[config.mk]
export PLATFORM = sky130hd
export DESIGN_NAME = dmc_stats
export DESIGN_NICKNAME = d
export VERILOG_FILES = /design/src/dmc_pkg.sv /design/src/dmc_stats.sv
export SDC_FILE = /design/constraint.sdc
export NUM_CORES = 1
export LEC_CHECK = 0
export BUFFER_PORTS_ARGS = -buffer_cell sky130_fd_sc_hd__buf_2
export CAP_MARGIN = 20
export CORE_MARGIN = 1.5
export CORE_UTILIZATION = 50
export CTS_CLUSTER_SIZE = 28
export DETAILED_ROUTE_END_ITERATION = 8
export PLACE_DENSITY = 0.77
export RECOVER_POWER = 25
export SYNTH_ARGS = -nofsm -noshare
export SYNTH_HDL_FRONTEND = slang
export SYNTH_SLANG_ARGS = --single-unit
[constraint.sdc]
create_clock -name i_clk -period 2.35 [get_ports i_clk]
set_input_delay 0 -clock i_clk [delete_from_list [all_inputs] [get_ports i_clk]]
set_output_delay 0 -clock i_clk [all_outputs]
set_load 0.02 [all_outputs]
[src/dmc_pkg.sv]
// Shared types and constants for the direct-mapped cache lookup block.
// No dependencies; imported by every module of the block.
`default_nettype none

package dmc_pkg;

    localparam int ADDR_W = 10;
    localparam int BYTE_W = 8;
    localparam int COST_W = 8;
    localparam int CNT_W  = 32;

    localparam logic [COST_W-1:0] COST_RESET = 8'd10;

    localparam int S_TDATA_W = 24;
    localparam int M_TDATA_W = 104;

    localparam logic MODE_LOAD   = 1'b0;
    localparam logic MODE_ACCESS = 1'b1;

    typedef struct packed {
        logic              valid;
        logic              access;
        logic              miss;
        logic [COST_W:0]   cost;
    } t_stat_upd;

endpackage

`default_nettype wire

[src/dmc_stats.sv]
// Saturating miss, access and time counters of the cache lookup block.
// Depends on dmc_pkg for widths and the update struct.
`default_nettype none

module dmc_stats
    import dmc_pkg::*;
(
    input  wire logic               i_clk,
    input  wire logic               i_rst_n,
    input  wire t_stat_upd          i_upd,
    output logic [CNT_W-1:0]        o_miss_total,
    output logic [CNT_W-1:0]        o_access_total,
    output logic [CNT_W-1:0]        o_time_total
);

    logic [CNT_W-1:0] r_miss;
    logic [CNT_W-1:0] r_access;
    logic [CNT_W-1:0] r_time;
    logic [CNT_W-1:0] n_miss;
    logic [CNT_W-1:0] n_access;
    logic [CNT_W-1:0] n_time;
    logic [CNT_W:0]   w_miss_sum;
    logic [CNT_W:0]   w_access_sum;
    logic [CNT_W:0]   w_time_sum;

    always_comb begin
        w_miss_sum   = {1'b0, r_miss} + (CNT_W+1)'(1);
        w_access_sum = {1'b0, r_access} + (CNT_W+1)'(1);
        w_time_sum   = {1'b0, r_time} + (CNT_W+1)'(i_upd.cost);
        n_miss   = r_miss;
        n_access = r_access;
        n_time   = r_time;
        if (i_upd.valid && i_upd.access) begin
            n_access = w_access_sum[CNT_W] ? '1 : w_access_sum[CNT_W-1:0];
            n_time   = w_time_sum[CNT_W] ? '1 : w_time_sum[CNT_W-1:0];
            if (i_upd.miss) begin
                n_miss = w_miss_sum[CNT_W] ? '1 : w_miss_sum[CNT_W-1:0];
            end
        end
    end

    always_ff @(posedge i_clk) begin
        if (!i_rst_n) begin
            r_miss   <= '0;
            r_access <= '0;
            r_time   <= '0;
        end else begin
            r_miss   <= n_miss;
            r_access <= n_access;
            r_time   <= n_time;
        end
    end

    assign o_miss_total   = n_miss;
    assign o_access_total = n_access;
    assign o_time_total   = n_time;

endmodule

`default_nettype wire

Word level (Yosys, flattened, before mapping):

Cells that the tools add are included.

* memory bits (read-only): 0
* register bits after elaboration: 96
* bits in writable memories: 0
* bits in latches: 0
* logic and storage cells: 14
* memories: 0
* output and inout port bits: 96
* bits of input ports: 14

* multiplexer cells: 7
* $mul: 0
* magnitude comparators: 0
* div/mod/pow operators: 0
* eq/ne operators: 0
* add/subtract/negate cells: 3
* bitwise gates (word level): 0
* shift operators: 0
* reductions and logical operators: 1

Operators by type and width (count)
* 2-to-1 mux 32 bit: 7
* adder 32 x 1 -> 33 bit (second input constant): 2
* adder 32 x 9 -> 33 bit: 1
* logical AND 1 bit: 1

Longest topological paths before layout:

Gate-level depths: netlist (run 1).

* depth after elaboration: 4
* depth in mapped cells: 9
* mapped depth without buffers: 8

Worst setup path before layout (run 1):

No wires, ideal clock.

* path type: flip-flop to flip-flop
* start point: register r_time[0]
* end point: register r_time[2]
* path buffers: 0
* data arrival time: 2508 ps
* library setup time: 115 ps
* setup slack: -274 ps
* stages on the path, launching flop included: 9
* required time: 2235 ps
* clock period less this slack: 2624 ps
* cell sequence: dfxtp_1 ha_1 fa_1 a21oi_1 o22ai_1 a31o_2 a41oi_1 a21oi_1 and2_1

* cells in the longest elaborated chain, start to end: 3

RTL lines
* from (decl): line dmc_stats.sv:18 `logic [CNT_W-1:0] r_time;`
* from (signal assigned): line dmc_stats.sv:50 `r_time <= n_time;`
* adder 32 x 9 -> 33 bit: line dmc_stats.sv:29 `w_time_sum = {1'b0, r_time} + (CNT_W+1)'(i_upd.cost);`
* 2-to-1 mux 32 bit: line dmc_stats.sv:35 `n_time = w_time_sum[CNT_W] ? '1 : w_time_sum[CNT_W-1:0];`
* 2-to-1 mux 32 bit: line dmc_stats.sv:33 `if (i_upd.valid && i_upd.access) begin`
* named net o_time_total[2]: line dmc_stats.sv:13 `output logic [CNT_W-1:0] o_time_total`

The timed path passes the listed nets, and every way through them passes these cells.
A chain may end at the register's enable or synchronous reset.

Worst setup path in the final report (run 1):

* start point: register r_time[0]
* end point: output o_time_total[16]

* cells in the longest elaborated chain, start to end: 3

RTL lines (line)
* adder 32 x 9 -> 33 bit: dmc_stats.sv:29
* 2-to-1 mux 32 bit: dmc_stats.sv:35
* 2-to-1 mux 32 bit: dmc_stats.sv:33
* to (decl): dmc_stats.sv:13

No other way between the ends.

==> flow_summary.toml, run 1 <==
[pwr]
switching_share_pct = 27.6
p_leak_nw = 3.48
power.density_nw_per_um2 = 379
power_frac_comb_pct = 13.0
vdd.ir_drop.worst_v = 0.000461
p_sw_mw = 0.860
power.internal_mw = 2.25
p_clk_share_pct = 33.8
power.share.sequential_pct = 53.3

[drt]
drtAntennaViolNets = 0
drc = 0
wl_per_cell_um = 19.7
num_vias = 6137
via_per_inst = 6.14
wl_mm = 19.7
drt_iter0_drc = 551
first_pass_iters = 5

[global_routing]
grt-ovfl-total = 0
grt_antenna_before_repair = 0
grt_max_degree = 47
grt_pass1_wl_mm = 25.6
grt.total_usage_pct = 28.5
grt_pass1_vias = 5337

[outcome]
outcome = "finished with violations"
violations = "negative setup slack"

[worst_hold_path]
hold_path_depth = 3
min_path_type = "input port to flip-flop"

[floorplanning]
ioPinCount = 110
design.core.area_sq_um = 10300
die_area_sq_um = 11200
die_w_um = 106
dieHeight_um = 106
rows = 37
initial_core_util_pct = 51.3

[synthesis]
async_reset_ff_share_pct = 0
yosys.area.top_type_share_pct = 36.4
syn-num-nets = 691
ys_seq_elements = 96
synth_area_sq_um = 5280
avgSynthCellArea_sq_um = 7.93
yosys_warnings = 0
ys_types = 55
synth_flop_cell = "dfxtp_1"
synth_top_area_cell = "dfxtp_1"
synth_enable_flop_cells = 0
ys_seq_area_share_pct = 36.4
netlist_instances = 665
synthTopCellsByArea = "dfxtp_1 (36%), nand2_1 (7.7%), a21oi_1 (7.4%), xor2_1 (5.3%), xnor2_1 (4.6%)"

[clock_network]
path_clk_slew_ns = 0.09
cts.sinks = 96
tritoncts = "done"
clk-insertion-delay-late_ns = 0.40
cts_buffers = 9
clk_path_buf_depth = 2
cts_hold_buf = 0
cts_root_buf = "clkbuf_8"
htreeDepth = 3

[worst_setup_path]
worstRegToRegCells = 7
worstPathRequired_ns = 2.35
cp-end-kind = "primary output"
start_kind = "flip-flop"
worstPathMaxFanout = 5
crit_type = "flip-flop to primary output"
arrival_ns = 2.59

[timing]
fmax_mhz = 387
post-route-period-util_pct = 110
maxSlewViolCount = 0
post-route-min-period_ns = 2.59
tightest_slew_ns = 0.614
setup_slack_ns = -0.236
skew_ns = 0.00913
maxSlewHeadroom_pct = 59.0
rsz0062_at_grt = "yes"
finalHoldViolations = 0
fin_tns_setup_ns = -9.06
setup_viol_count_final = 70

[finish]
n_fill_cell = 620
finish.utilization_pct = 79.9
diodes = 0
layout-drive-gt1-share_pct = 46.9
area_growth_pct = 55.7
nets = 885

[job]
max_cap_viol_count = 0

[placement]
hpwl_mm = 10.3
place_congestion = 0.867
port_buffers = 109
==> critical path, cell delays in order (launching register included) <==
cell and delay (ns):
dfxtp_2 0.35, ha_4 0.16, fa_2 0.37, a21oi_4 0.18, o22ai_2 0.12, o21ai_2 0.27, buf_4 0.21, nor2_1 0.08
nand3_1 0.14, o21a_1 0.15, buf_2 0.16
==> worst paths after layout <==
| check | from | slack (ns) | end |
|---|---|---|---|
| worst min-delay path | i_rst_n | 0.07 | r_miss[6] |
| worst max-delay path | r_time[0] | -0.24 | o_time_total[16] |
| worst max register to register | r_time[21] | 0 | r_time[17] |
| worst min register to register | r_time[25] | 0.56 | r_time[25] |
==> cell type report <==
type                            count  area, sq um  area share (%)
Multi-Input combinational cell    530         4020            48.9
Sequential cell                    96         1970            24.0
Tap cell                          136          170            2.07
Timing Repair Buffer              214         1850            22.5
Inverter                            8         30.0           0.366
Clock inverter                      2         15.0           0.183
Clock buffer                       13          159            1.93
==> timing repair <==
action	in CTS	in global routing
setup endpoints to repair	88	89
cloned	2	5
buffers inserted	26	36
gates resized for setup	151	211
pin swaps	27	34
==> cell families (layout without fill, tap and decap cells) <==
| kind of cell | after synthesis | count (layout) | share of synthesized area [%] |
|---|---|---|---|
| AOI/OAI and AO/OA | 128 | 128 | 14.0 |
| muxes | 13 | 13 | 2.82 |
| DFF | 96 | 96 | 36.4 |
| adders and majority gates | 12 | 12 | 2.99 |
| xor gates and xnor gates | 60 | 60 | 9.96 |
| and+or+nand+nor | 316 | 317 | 30.4 |
| buffers and inverters | 40 | 237 | 3.41 |
==> state kept, by name, indices dropped and copies added (netlist names) <==
register,flops
r_time,32
r_access,32
r_miss,32
==> synthesized netlist by cell type, types with 2 or more instances <==
| library cell | instances |
|---|---|
| nand4_1 | 27 |
| o21ai_0 | 9 |
| or3_1 | 2 |
| inv_1 | 8 |
| nor4_1 | 10 |
| a41oi_1 | 2 |
| ha_1 | 11 |
| xor2_1 | 32 |
| dfxtp_1 | 96 |
| and4_1 | 6 |
| and3_1 | 16 |
| xnor2_1 | 28 |
| or4_1 | 6 |
| nand3_1 | 31 |
| o31a_1 | 2 |
| mux2_2 | 11 |
| nand3_2 | 2 |
| a211oi_1 | 4 |
| clkbuf_1 | 23 |
| nor2b_1 | 3 |
| buf_2 | 5 |
| buf_6 | 3 |
| and2_1 | 32 |
| nor3_1 | 20 |
| o31ai_1 | 4 |
| o21a_1 | 4 |
| nand2_1 | 108 |
| nor2_1 | 44 |
| a31oi_1 | 13 |
| a21oi_1 | 78 |
==> metal layers <==
metal  up-vias  track usage [%]  wire (um)
met5         -                0          0
met4         0             11.1        794
met1      2943             34.6       7540
met3        86             6.31       1520
met2       362             49.0       9810
li1       2746                -          -
==> power by group through the flow <==
stage,sequential [mW],clock [mW],combinational [mW]
2_1_floorplan,1.69,0,0.189
3_3_place_gp,1.69,0,0.275
3_5_place_dp,1.69,0,0.284
4_1_cts,1.66,1.05,0.365
5_1_grt,1.66,1.11,0.432
6_report,1.66,1.05,0.403
==> metrics by stage <==
| step | area, sq um | hold slack, ns | power, mW | instances | setup WS [ns] |
|---|---|---|---|---|---|
| 6_report | 8210 | 0.0724 | 3.11 | 999 | -0.236 |
| 5_1_grt | 8210 | 0.0846 | 3.20 | 999 | -0.316 |
| 4_1_cts | 7120 | 0.0545 | 3.07 | 959 | -0.154 |
| 3_5_place_dp | 6140 | 0.459 | 1.97 | 916 | 0.0277 |
| 3_3_place_gp | 6140 | 0.449 | 1.96 | 916 | 0.0495 |
| 2_1_floorplan | 5290 | 0.297 | 1.88 | 665 | -0.0616 |
==> placed cells by master (no fill, tap or decap), types with 11 or more instances in the layout <==
cell      Yosys  final
a21oi_1      78     69
a31oi_1      13     11
and2_1       32     29
and3_1       16     11
buf_2         5     45
buf_4         0     89
buf_6         3     68
clkbuf_8      0     11
dfxtp_1      96     63
dfxtp_2       0     29
mux2_2       11     11
nand2_1     108     69
nand2_2       1     18
nand2_4       0     22
nand3_1      31     23
nand4_1      27     27
nor2_1       44     36
nor3_1       20     16
xnor2_1      28     19
xor2_1       32     27
Note: power is estimated with default switching activity, not from simulation.
==> run 2, diff against run 1 <==
- PLACE_DENSITY: 0.77 -> default
- PLACE_DENSITY_LB_ADDON: default -> 0.12
==> flow_summary.toml, run 2 (synthesis results as in run 1) <==
[outcome]
outcome = "finished with violations"
violations = "negative setup slack"

[clock_network]
path_clk_slew_ns = 0.10
clk_path_buf_depth = 2
cts_buffers = 9
cts_root_buf = "clkbuf_8"
tritoncts = "done"
clk-insertion-delay-late_ns = 0.37
cts_hold_buf = 0
htreeDepth = 3
cts.sinks = 96

[drt]
wl_mm = 17.9
wl_per_cell_um = 18.0
drt_iter0_drc = 284
num_vias = 5895
first_pass_iters = 5
drc = 0
drtAntennaViolNets = 0
via_per_inst = 5.94

[pwr]
power.density_nw_per_um2 = 396
vdd.ir_drop.worst_v = 0.000349
p_leak_nw = 3.58

[timing]
tightest_slew_ns = 0.713
maxSlewHeadroom_pct = 52.0
post-route-min-period_ns = 2.55
setup_viol_count_final = 54
setup_slack_ns = -0.205
finalHoldViolations = 0
fmax_mhz = 391
rsz0062_at_grt = "yes"
maxSlewViolCount = 0
post-route-period-util_pct = 109
skew_ns = 0.0187

[worst_setup_path]
cp_slowest_stage_delay_ns = 0.34
cp-end-kind = "primary output"
worstPathMaxFanout = 6
rr_startpoint = "r_access[1]"
worstRegToRegCells = 11
crit_type = "flip-flop to primary output"
cp_slowest_cell = "dfxtp_2"
start_kind = "flip-flop"
path_cells = "ha_4, buf_4, o21ai_1, a211oi_2, o21ai_2, buf_6, nor4_2, xnor2_1, nand2_2, buf_6"
rrSetupSlack_ns = -0.01
arrival_ns = 2.55
r2r-end = "r_access[26]"
startpoint = "r_time[7]"
worstPathRequired_ns = 2.35
endpoint = "o_time_total[30]"
crit_top_cell = "buf_6"

[finish]
final_common_cell = "buf_4"
area_growth_pct = 55.2
diodes = 0
layout_common_cells = "buf_4 (80), nand2_1 (74), dfxtp_1 (71)"
reg_top3 = "r_access (32), r_miss (32), r_time (32)"
nets = 878
layout-drive-gt1-share_pct = 45.9
final_cells = 993
finish.utilization_pct = 79.7

[placement]
place_congestion = 0.867
hpwl_mm = 9.79
dp_slack_ns = -0.0644
placedCellCount = 923
port_buffers = 109

[floorplanning]
rows = 37
dieHeight_um = 106
initial_core_util_pct = 51.3
die_w_um = 106
die_area_sq_um = 11200
design.core.area_sq_um = 10300
ioPinCount = 110

[global_routing]
grt_pass1_vias = 5303
grt_antenna_before_repair = 0
grt-ovfl-total = 0
grt_max_degree = 41
grt.total_usage_pct = 26.9
grt_pass1_wl_mm = 24.4

[job]
max_cap_viol_count = 0

[worst_hold_path]
min_path_type = "input port to flip-flop"
## run 2: timing repair
| item | in CTS | in global routing |
|---|---|---|
| gates cloned | 2 | 5 |
| endpoints found under the hold margin | 0 | 0 |
| setup endpoints to repair | 89 | 102 |
| gates resized for setup | 149 | 179 |
| pin swaps | 30 | 36 |
| setup buffers | 28 | 20 |
## run 2: critical path, delay by kind of cell (launching register included)
family | cells | cell delay, ns
XOR/XNOR | 1 | 0.23
flip-flops | 1 | 0.34
AO/OA/AOI/OAI | 3 | 0.48
buffers and inverters | 3 | 0.43
AND/OR/NAND/NOR | 2 | 0.43
adder cells (fa/ha/maj) | 1 | 0.27
## run 2: how the worst min path moves through the flow
stage	start	endpoint	slack (ns)	depth (start not counted)
3_5_place_dp	i_upd[0]	r_time[0]	0.48	4
6_report	i_rst_n	r_miss[25]	0.13	3
3_3_place_gp	i_upd[0]	r_time[0]	0.44	4
2_1_floorplan	i_rst_n	r_time[16]	0.30	2
4_1_cts	i_upd[0]	r_time[0]	0.09	4
5_1_grt	i_rst_n	r_time[16]	0.17	3
## run 2: layout make-up
cell class,count,area [sq um]
Clock buffer,11,141
Clock inverter,5,56.3
Fill cell,660,2090
Inverter,8,30.0
Multi-Input combinational cell,529,4030
Sequential cell,96,1960
Tap cell,136,170
Timing Repair Buffer,208,1810
## run 2: routing by layer
| layer | wire, um | vias to the layer above | GRT usage (%) | part of all wire [%] |
|---|---|---|---|---|
| met4 | 468 | 0 | 11.5 | 2.6 |
| met2 | 9360 | 269 | 47.7 | 52 |
| met1 | 7070 | 2848 | 32.3 | 39 |
| met5 | 0 | - | 0 | 0 |
| met3 | 1010 | 43 | 3.65 | 5.6 |
| li1 | - | 2735 | - | - |
## run 2: stage by stage
stage | power [mW] | hold slack [ns] | instance area, sq um | setup TNS (ns)
3_5_place_dp | 1.99 | 0.484 | 6230 | -0.343
6_report | 3.24 | 0.130 | 8190 | -5.23
3_3_place_gp | 1.98 | 0.437 | 6230 | -0.00223
5_1_grt | 3.34 | 0.166 | 8190 | -10.66
4_1_cts | 3.16 | 0.0905 | 7230 | -1.89
2_1_floorplan | 1.88 | 0.297 | 5290 | -0.413
## run 2: where the power goes
part / total, mW / internal [mW] / switching, mW
sequential: 1.66 / 1.64 / 0.0168
clock: 1.14 / 0.521 / 0.623
combinational: 0.436 / 0.193 / 0.243
total: 3.24 / 2.36 / 0.883
